--- src/rtl/slpscan_pkg.sv ---
`timescale 1ns / 1ps
// ----------------------------------------------------------------------------
// Sleep-state scanner package
// Word types, parse phases, byte constants and the name matcher that the
// scanner's step logic and top level share.
// ----------------------------------------------------------------------------
package slpscan_pkg;

   // Input word: one table body byte and the end-of-table flag.
   typedef struct packed {
      logic [7:0] data_byte;
      logic       last_byte;
   } req_word_type;

   // Result word: found flag and the two sleep type values.
   typedef struct packed {
      logic       found;
      logic [7:0] sleep_type_a;
      logic [7:0] sleep_type_b;
   } rsp_word_type;

   // Parse phases. Code 7 is unused and is handled as searching.
   typedef enum logic [2:0] {
      PH_SEARCH = 3'd0,
      PH_NAME   = 3'd1,
      PH_AFTER8 = 3'd2,
      PH_LEAD   = 3'd3,
      PH_SKIP   = 3'd4,
      PH_VAL_A  = 3'd5,
      PH_VAL_B  = 3'd6
   } phase_type;

   // Scanner state carried from byte to byte.
   typedef struct packed {
      phase_type  phase;
      logic [2:0] match_progress;
      logic [1:0] skip_count;
      logic [7:0] first_value;
      logic       already_reported;
   } scan_state_type;

   localparam scan_state_type SCAN_RESET = '{
      phase:            PH_SEARCH,
      match_progress:   3'd0,
      skip_count:       2'd0,
      first_value:      8'd0,
      already_reported: 1'b0
   };

   // Byte codes.
   localparam logic [7:0] CHAR_UNDERSCORE = 8'h5F;
   localparam logic [7:0] CHAR_S          = 8'h53;
   localparam logic [7:0] CHAR_FIVE       = 8'h35;
   localparam logic [7:0] PACKAGE_OP      = 8'h12;
   localparam logic [7:0] NAME_OP         = 8'h08;
   localparam logic [7:0] BYTE_PREFIX     = 8'h0A;

   // Number of characters in the object name.
   localparam logic [2:0] NAME_LEN = 3'd4;

   // Character of "_S5_" at a given position.
   function automatic logic [7:0] name_char(input logic [1:0] pos);
      logic [7:0] ch;
      unique case (pos)
         2'd0:    ch = CHAR_UNDERSCORE;
         2'd1:    ch = CHAR_S;
         2'd2:    ch = CHAR_FIVE;
         default: ch = CHAR_UNDERSCORE;
      endcase
      return ch;
   endfunction

   // Advance the name match by one byte; a miss restarts on an underscore.
   function automatic logic [2:0] advance_match(input logic [2:0] progress,
                                                input logic [7:0] byte_val);
      logic [2:0] result;
      if (progress < NAME_LEN && byte_val == name_char(progress[1:0])) begin
         result = progress + 3'd1;
      end else if (byte_val == CHAR_UNDERSCORE) begin
         result = 3'd1;
      end else begin
         result = 3'd0;
      end
      return result;
   endfunction

endpackage

--- src/rtl/slpscan_step.sv ---
`timescale 1ns / 1ps
// ----------------------------------------------------------------------------
// Sleep-state scanner step logic
// Combinational next-state and result logic for one table body byte.
// ----------------------------------------------------------------------------
module slpscan_step
   import slpscan_pkg::*;
(
   input  scan_state_type cur_state,
   input  req_word_type   req_word,
   output scan_state_type next_state,
   output logic           emit,
   output rsp_word_type   result
);

   logic [7:0] data_b;

   assign data_b = req_word.data_byte;

   // Parse one byte, then close the table on its final byte.
   always_comb begin
      next_state = cur_state;
      emit       = 1'b0;
      result     = '0;

      if (!cur_state.already_reported) begin
         unique case (cur_state.phase)
            PH_NAME: begin
               if (data_b == PACKAGE_OP) begin
                  next_state.phase = PH_LEAD;
               end else if (data_b == NAME_OP) begin
                  next_state.phase = PH_AFTER8;
               end else begin
                  // Resume as if the search restarted one byte into the name.
                  next_state.match_progress = advance_match(3'd1, data_b);
                  next_state.phase          = PH_SEARCH;
               end
            end
            PH_AFTER8: begin
               if (data_b == PACKAGE_OP) begin
                  next_state.phase = PH_LEAD;
               end else begin
                  next_state.match_progress = advance_match(3'd0, data_b);
                  next_state.phase          = PH_SEARCH;
               end
            end
            PH_LEAD: begin
               next_state.skip_count = data_b[7:6];
               next_state.phase      = PH_SKIP;
            end
            PH_SKIP: begin
               // Extra length bytes, then the element count byte.
               if (cur_state.skip_count == 2'd0) begin
                  next_state.phase = PH_VAL_A;
               end else begin
                  next_state.skip_count = cur_state.skip_count - 2'd1;
               end
            end
            PH_VAL_A: begin
               if (cur_state.skip_count == 2'd0 && data_b == BYTE_PREFIX) begin
                  next_state.skip_count = 2'd1;
               end else begin
                  next_state.first_value = data_b;
                  next_state.skip_count  = 2'd0;
                  next_state.phase       = PH_VAL_B;
               end
            end
            PH_VAL_B: begin
               if (cur_state.skip_count == 2'd0 && data_b == BYTE_PREFIX) begin
                  next_state.skip_count = 2'd1;
               end else begin
                  emit                        = 1'b1;
                  result.found                = 1'b1;
                  result.sleep_type_a         = cur_state.first_value;
                  result.sleep_type_b         = data_b;
                  next_state.already_reported = 1'b1;
                  next_state.skip_count       = 2'd0;
                  next_state.phase            = PH_SEARCH;
               end
            end
            default: begin
               // Searching for the name.
               next_state.match_progress =
                  advance_match(cur_state.match_progress, data_b);
               if (next_state.match_progress == NAME_LEN) begin
                  next_state.match_progress = 3'd0;
                  next_state.phase          = PH_NAME;
               end else begin
                  next_state.phase = PH_SEARCH;
               end
            end
         endcase
      end

      // End of table: report not-found unless already reported, then restart.
      if (req_word.last_byte) begin
         if (!emit && !cur_state.already_reported) begin
            emit   = 1'b1;
            result = '0;
         end
         next_state = SCAN_RESET;
      end
   end

endmodule

--- src/rtl/aml_sleep_state_scanner_top.sv ---
`timescale 1ns / 1ps
// ----------------------------------------------------------------------------
// Sleep-state scanner top level
// Scans a table body byte stream for the "_S5_" package and reports the
// two sleep type values, or not-found when the table ends without it.
//
//   Channel  Direction  Handshake              Word
//   req      in         req_valid / req_ready  req_word_type (byte, last)
//   rsp      out        rsp_valid / rsp_ready  rsp_word_type (found, a, b)
//
// One byte is taken every cycle while req_ready is high; its result, if any,
// appears in the result register on the following cycle. The scan state
// register is updated by one pass of step logic per byte. req_ready is low
// only while a result is held and rsp_ready is low. Synchronous reset
// returns to searching with no result pending.
// ----------------------------------------------------------------------------
module aml_sleep_state_scanner_top
   import slpscan_pkg::*;
(
   input  logic         clock,
   input  logic         reset,
   input  logic         req_valid,
   output logic         req_ready,
   input  req_word_type req_word,
   output logic         rsp_valid,
   input  logic         rsp_ready,
   output rsp_word_type rsp_word
);

   scan_state_type state_ff;
   scan_state_type state_in;
   logic           rsp_valid_ff;
   rsp_word_type   rsp_word_ff;
   logic           emit;
   rsp_word_type   result;
   logic           req_accept;

   // A word is taken whenever the result register is free or being emptied.
   assign req_ready  = !rsp_valid_ff || rsp_ready;
   assign req_accept = req_valid && req_ready;
   assign rsp_valid  = rsp_valid_ff;
   assign rsp_word   = rsp_word_ff;

   slpscan_step u_step (
      .cur_state  (state_ff),
      .req_word   (req_word),
      .next_state (state_in),
      .emit       (emit),
      .result     (result)
   );

   // Scan state register.
   always_ff @(posedge clock) begin
      if (reset) begin
         state_ff <= SCAN_RESET;
      end else if (req_accept) begin
         state_ff <= state_in;
      end
   end

   // Result register.
   always_ff @(posedge clock) begin
      if (reset) begin
         rsp_valid_ff <= 1'b0;
      end else if (req_accept) begin
         rsp_valid_ff <= emit;
      end else if (rsp_ready) begin
         rsp_valid_ff <= 1'b0;
      end
   end

   always_ff @(posedge clock) begin
      if (req_accept && emit) begin
         rsp_word_ff <= result;
      end
   end

   // A new result only ever follows an accepted word.
   a_result_follows_word : assert property (@(posedge clock) disable iff (reset)
      $rose(rsp_valid_ff) |-> $past(req_accept))
      else $error("result appeared without an accepted word");

   // The final byte of a table always restores the search state.
   a_last_restarts : assert property (@(posedge clock) disable iff (reset)
      (req_accept && req_word.last_byte) |=>
         (state_ff.phase == PH_SEARCH && state_ff.match_progress == 3'd0 &&
          !state_ff.already_reported && state_ff.skip_count == 2'd0))
      else $error("scan state not restored after final byte");

   // A not-found result carries zero sleep types.
   a_not_found_zero : assert property (@(posedge clock) disable iff (reset)
      (rsp_valid_ff && !rsp_word_ff.found) |->
         (rsp_word_ff.sleep_type_a == 8'd0 && rsp_word_ff.sleep_type_b == 8'd0))
      else $error("not-found result with non-zero values");

   // Match progress is only kept while searching, and never reaches the full name.
   a_progress_range : assert property (@(posedge clock) disable iff (reset)
      (state_ff.match_progress < NAME_LEN) &&
      (state_ff.phase == PH_SEARCH || state_ff.match_progress == 3'd0))
      else $error("match progress out of range");

endmodule

--- config.mk ---
export PLATFORM = sky130hd
export DESIGN_NAME = aml_sleep_state_scanner_top
export DESIGN_NICKNAME = d
export VERILOG_FILES = /design/src/rtl/slpscan_pkg.sv /design/src/rtl/slpscan_step.sv /design/src/rtl/aml_sleep_state_scanner_top.sv
export SDC_FILE = /design/constraint.sdc
export NUM_CORES = 1
export LEC_CHECK = 0
export BUFFER_PORTS_ARGS = -buffer_cell sky130_fd_sc_hd__clkbuf_2
export CAP_MARGIN = 20
export CORE_ASPECT_RATIO = 0.5
export CORE_MARGIN = 8
export CORE_UTILIZATION = 61
export CTS_CLUSTER_SIZE = 30
export DETAILED_ROUTE_END_ITERATION = 7
export PLACE_DENSITY = 0.84
export SYNTH_ARGS = -nofsm -noshare
export SYNTH_HDL_FRONTEND = slang
export SYNTH_HIERARCHICAL = 1
export SYNTH_SLANG_ARGS = --single-unit
--- constraint.sdc ---
create_clock -name clock -period 4 [get_ports clock]
set_clock_uncertainty 0.05 [all_clocks]
set_input_delay 0.4 -clock clock [delete_from_list [all_inputs] [get_ports clock]]
set_output_delay 0.4 -clock clock [all_outputs]
set_load 0.05 [all_outputs]
Word-level counts from Yosys, hierarchy flattened
Index checks and enable logic that the tools add are counted.
{"block": "totals", "output_inout_bits": 19, "reg_bits": 35, "elab_cells": 106}
{"block": "classes", "eq_ne": 26, "add_sub_neg": 2, "magnitude_cmp": 1, "muxes": 48, "n_reduce_logical": 20}
{"operator": "17-bit two-way mux", "count": 7}
{"operator": "8-bit two-way mux", "count": 11}
{"operator": "3-bit two-way mux", "count": 12}
{"operator": "8-bit equality test", "count": 3}
{"operator": "3-bit inequality test, second input constant", "count": 6}
{"operator": "3-bit case mux with 6 select lines", "count": 1}
{"operator": "8-bit by 4-bit equality test with 1-bit output, second input constant", "count": 2}
{"operator": "7-bit case mux with 2 select lines", "count": 1}
{"operator": "3-bit equality test, second input constant", "count": 4}
{"operator": "1-bit two-way mux", "count": 11}
{"operator": "3-bit case mux with 3 select lines", "count": 1}
{"operator": "8-bit by 5-bit equality test with 1-bit output, second input constant", "count": 1}
{"operator": "8-bit by 7-bit equality test with 1-bit output, second input constant", "count": 1}
{"operator": "4-bit AND reduction", "count": 2}
{"operator": "3-bit by 2-bit equality test with 1-bit output, second input constant", "count": 2}
{"operator": "2-bit two-way mux", "count": 3}
{"operator": "2-bit case mux with 3 select lines", "count": 1}
{"operator": "6-bit AND reduction", "count": 1}
{"operator": "6-bit OR reduction", "count": 1}
{"operator": "1-bit logical AND", "count": 5}
{"operator": "5-bit AND reduction", "count": 1}
{"operator": "2-bit inequality test, second input constant", "count": 2}
{"operator": "2-bit nonzero test", "count": 2}
{"operator": "4-bit nonzero test", "count": 1}
{"operator": "13 further kinds", "count": 15}

Depth between registers and ports, before layout
{"block": "logic_depth", "ltp_word": 14, "ltp_mapped": 10, "depth_no_buf": 9}

Cells and area by module
The synthesis kept the hierarchy.
{"module": "aml_sleep_state_scanner_top", "n_inst": 1, "area_per_inst_um2": 1343.8, "cells_per_inst": 100}
{"module": "slpscan_step", "n_inst": 1, "area_per_inst_um2": 877.1, "cells_per_inst": 137}

Least setup slack after synthesis
Ideal clock, no wire load.
{"block": "synth_path", "path_type": "input-to-reg", "from": "input port req_word[4] (netlist bit)", "to": "register rsp_word_ff (netlist bit rsp_word[0]), enable pin", "slack_ps": 1105, "required_ps": 3558, "stages": 10, "n_path_buf": 3, "setup_ps": 392, "t_arrival_ps": 2452, "path_cell_list": "clkbuf_1 > or4bb_1 > or4_4 > buf_6 > nand3_1 > nor2_1 > clkbuf_1 > a21o_1 > nand2_1 > nor2b_1"}
{"block": "synth_between", "elab_chain_cells": 10}
{"element": "start: declaration", "line_no": "aml_sleep_state_scanner_top.sv:24", "source": "input req_word_type req_word,"}
{"element": "8-bit by 4-bit equality test with 1-bit output *", "line_no": "slpscan_step.sv:69", "source": "if (cur_state.skip_count == 2'd0 && data_b == BYTE_PREFIX) begin"}
{"element": "1-bit logical AND *", "line_no": "slpscan_step.sv:69"}
{"element": "1-bit two-way mux *", "line_no": "slpscan_step.sv:69"}
{"element": "1-bit two-way mux *", "line_no": "slpscan_step.sv:27", "source": "unique case (cur_state.phase)"}
{"element": "1-bit two-way mux *", "line_no": "slpscan_step.sv:26", "source": "if (!cur_state.already_reported) begin"}
{"element": "1-bit zero test", "line_no": "slpscan_step.sv:97", "source": "if (!emit && !cur_state.already_reported) begin"}
{"element": "1-bit logical AND", "line_no": "slpscan_step.sv:97"}
{"element": "1-bit two-way mux", "line_no": "slpscan_step.sv:97"}
{"element": "1-bit two-way mux *", "line_no": "slpscan_step.sv:96", "source": "if (req_word.last_byte) begin"}
{"element": "net emit", "line_no": "aml_sleep_state_scanner_top.sv:34", "source": "logic emit;"}
{"element": "1-bit logical AND *", "line_no": "aml_sleep_state_scanner_top.sv:73", "source": "if (req_accept && emit) begin"}
{"element": "end signal: assignment", "line_no": "aml_sleep_state_scanner_top.sv:74", "source": "rsp_word_ff <= result;"}
{"element": "end: declaration", "line_no": "aml_sleep_state_scanner_top.sv:33", "source": "rsp_word_type rsp_word_ff;"}
The timed path passes the listed nets; every way through them passes the cells marked *.
A chain may end at the register's enable or synchronous reset.

Worst setup path after layout
{"block": "layout_path", "from": "register state_ff[15] (netlist bit)", "to": "register rsp_word_ff (netlist bit rsp_word[12]), enable pin"}
{"block": "layout_between", "elab_chain_cells": 8}
{"element": "start: declaration", "line_no": "aml_sleep_state_scanner_top.sv:30", "source": "scan_state_type state_ff;"}
{"element": "start signal: assignment", "line_no": "aml_sleep_state_scanner_top.sv:57", "source": "state_ff <= state_in;"}
{"element": "3-bit equality test *", "line_no": "slpscan_step.sv:27"}
{"element": "1-bit two-way mux *", "line_no": "slpscan_step.sv:27"}
{"element": "1-bit two-way mux *", "line_no": "slpscan_step.sv:26"}
{"element": "1-bit zero test", "line_no": "slpscan_step.sv:97"}
{"element": "1-bit logical AND", "line_no": "slpscan_step.sv:97"}
{"element": "1-bit two-way mux", "line_no": "slpscan_step.sv:97"}
{"element": "1-bit two-way mux *", "line_no": "slpscan_step.sv:96"}
{"element": "net emit", "line_no": "aml_sleep_state_scanner_top.sv:34"}
{"element": "1-bit logical AND *", "line_no": "aml_sleep_state_scanner_top.sv:73"}
Marked as above.

==> results.yml <==
floorplan:
  fp.dieW_um: 101
  start_util: 0.643
  dieArea_um2: 5940
  die_y_um: 58.7
  row_count: 15
  core_area_um2: 3450
  ios: 32
clock_tree:
  cts_setup_buffers: 0
  cts_root_buf: "clkbuf_8"
  clock_latency_ns: 0.29
  ctsHoldBuffers: 0
  clock_sink_count: 35
  post_cts_resized: 0
  tritoncts: "built"
  cts_max_level: 2
  cts_buffer_depth: 2
  clk_pin_slew_ns: 0.07
  cts_buffers: 5
place:
  dpl_worst_slack_ns: 1.16
  place_congestion: 0.910
  numPortBuffers: 31
  post_dp_cell_area_um2: 2350
  dp_hpwl_um: 3590
yosys:
  ys_ff_latch: 35
  synth_ff_type: "dfxtp_1"
  synth_xor_area_frac: 0.00789
  synth.distinct_cells: 51
  synth_top_family_by_area: "simple AND/OR/NAND/NOR gates"
  synth-simple-area-share: 0.326
  synth-edff-count: 17
  synth_compound_area_frac: 0.154
  ys.warnings.count: 6
  netlist_area_um2: 2220
  syn_inst: 237
  synth.area.mux_share: 0.0451
  seq_area_frac_synth: 0.392
  syn_avg_cell_area_um2: 9.37
  synthAdderAreaFrac: 0.0220
  ys_async_sr_fraction: 0
  syn_nets: 253
timing:
  slew_headroom: 0.407
  fmax_mhz: 364
  setup_slack_ns: 1.25
  setup_viol: 0
  fin_crit_sh: 0.687
  timing.hold.ws_ns: 0.445
  tightest_slew_ns: 0.886
  hold_violations: 0
  slew_viol_final: 0
  rsz0062_at_grt: "no"
  timing.setup.tns_ns: 0
  period_needed_ns: 2.75
route:
  antenna_left: 0
  drt_wl_total_um: 5240
  drt_iter0_markers: 248
  drt-pass1-iter-count: 5
  vias: 1897
  route.detailed.drc: 0
  wire_per_inst_um: 16.9
  viasPerCell: 6.12
global_routing:
  grt-busiest-layer: "met2"
  gr-usage-met3: 0.0564
  antenna_found_initial: 0
  grt_pass1_wl_um: 8310
  met1_usage: 0.241
  use_met2: 0.266
  grt_usage: 0.176
  grt-ovfl-total: 0
  grt_pass1_vias: 1676
  grt_max_degree: 36
cells_and_area:
  final_cell_mix: "clkbuf_2, nor2_1, nand2b_1, dfxtp_1"
  final_common_cell: "clkbuf_2"
  ff_latch_area_um2: 871
  fin_nets: 274
  n_fill_cell: 271
  antennaDiodeCount: 0
  fin_area_um2: 2460
  synthToLayoutAreaGrowth_pct: 10.8
  drive_above_1_share: 0.232
  multi_input_area_um2: 1230
worst_setup_path:
  slowest_stage: "nor2_1"
  cp.required_ns: 3.93
  cp_cell_sequence: "inv_1 -> nor2_1 -> nand3_1 -> nor2_1 -> a21o_1 -> nand2_1 -> nor2b_1 -> buf_4"
  cp_common_cell: "nor2_1"
  end_kind: "register"
  crit_fanout: 18
  worst_setup_path_start_kind: "register"
  crit_arrival_ns: 2.68
  cp_slowest_stage_delay_ns: 0.72
  path_class: "register to register"
power_and_ir_drop:
  vdd_ir_drop_max_mv: 0.192
  leakagePower_nw: 0.947
  p_per_area_nw_per_um2: 316
worst_hold_path:
  min_path_type: "register to register"
job:
  maxCapViolCount: 0
outcome:
  status: "completed"
power breakdown:
group	internal [mW]	switching (mW)	leakage (nW)	total, mW
Sequential	0.380	0.00179	0.315	0.381
Combinational	0.0216	0.0572	0.574	0.0789
Clock	0.185	0.131	0.0581	0.317
final cells by class:
type | instances | area share
clock buffer | 5 | 0.0280
multi-input combinational | 179 | 0.501
inverter | 5 | 0.00763
tap | 51 | 0.0259
sequential | 35 | 0.354
timing repair buffer | 32 | 0.0661
clock inverter | 3 | 0.0178
critical path, delay by kind of cell (launching register included):
family	cells	cell delay (ns)
compound gates	1	0.14
buf+inv	2	0.42
flops	1	0.59
simple gates	5	1.25
cells in the mapped netlist, drive strengths merged, types with 3 or more instances:
master    n  area (µm²)
nand3     3        15.0
a31oi     3        18.8
mux2i    10         100
and2     17         109
ha        3        37.5
nand4b   17         149
edfxtp   17         510
nand2     7        26.3
nand4     3        25.0
o2111ai   3        26.3
dfxtp    18         360
nand2b   19         126
nor2b     3        18.8
nor2     22        82.6
buf       6        53.8
a21oi    13        65.1
o21ai    18         128
inv       5        18.8
nand3b    3        22.5
clkbuf   12        45.0
nor3      5        25.0
per-stage QoR:
step | total power [mW] | std cells | util
after floorplan | 0.448 | 237 | -
after global placement | 0.465 | 302 | 0.680
after detailed placement | 0.468 | 302 | 0.680
after CTS | 0.778 | 310 | 0.713
after global routing | 0.800 | 310 | 0.713
final | 0.777 | 310 | 0.713
path summary, 6_finish.rpt:
check / start / endpoint / slack (ns) / cells after the start
setup / recovery: state_ff[15] / rsp_word[12] / 1.25 / 8
hold / removal: state_ff[7] / state_ff[7] / 0.44 / 2
setup reg to reg: state_ff[15] / rsp_word[12] / 1.25 / 8
hold reg to reg: state_ff[7] / state_ff[7] / 0.44 / 2
cell families (layout without fill, tap and decap cells):
logic type | after synthesis | after routing
compound gates | 49 | 49
xor+xnor | 2 | 2
fa+ha+maj | 4 | 4
buf+inv | 23 | 45
flops | 35 | 35
mux | 10 | 10
simple gates | 114 | 114
flip-flops by register name, indices dropped and copies added (netlist names):
register,flops
rsp_valid,1
state_ff,17
rsp_word,17
routing by layer:
layer	up-vias	part of all wire
met1	891	0.48
met2	84	0.44
met4	0	0.0065
met3	8	0.076
li1	914	-
met5	-	0
No activity file was read; power rests on OpenSTA's default activity.
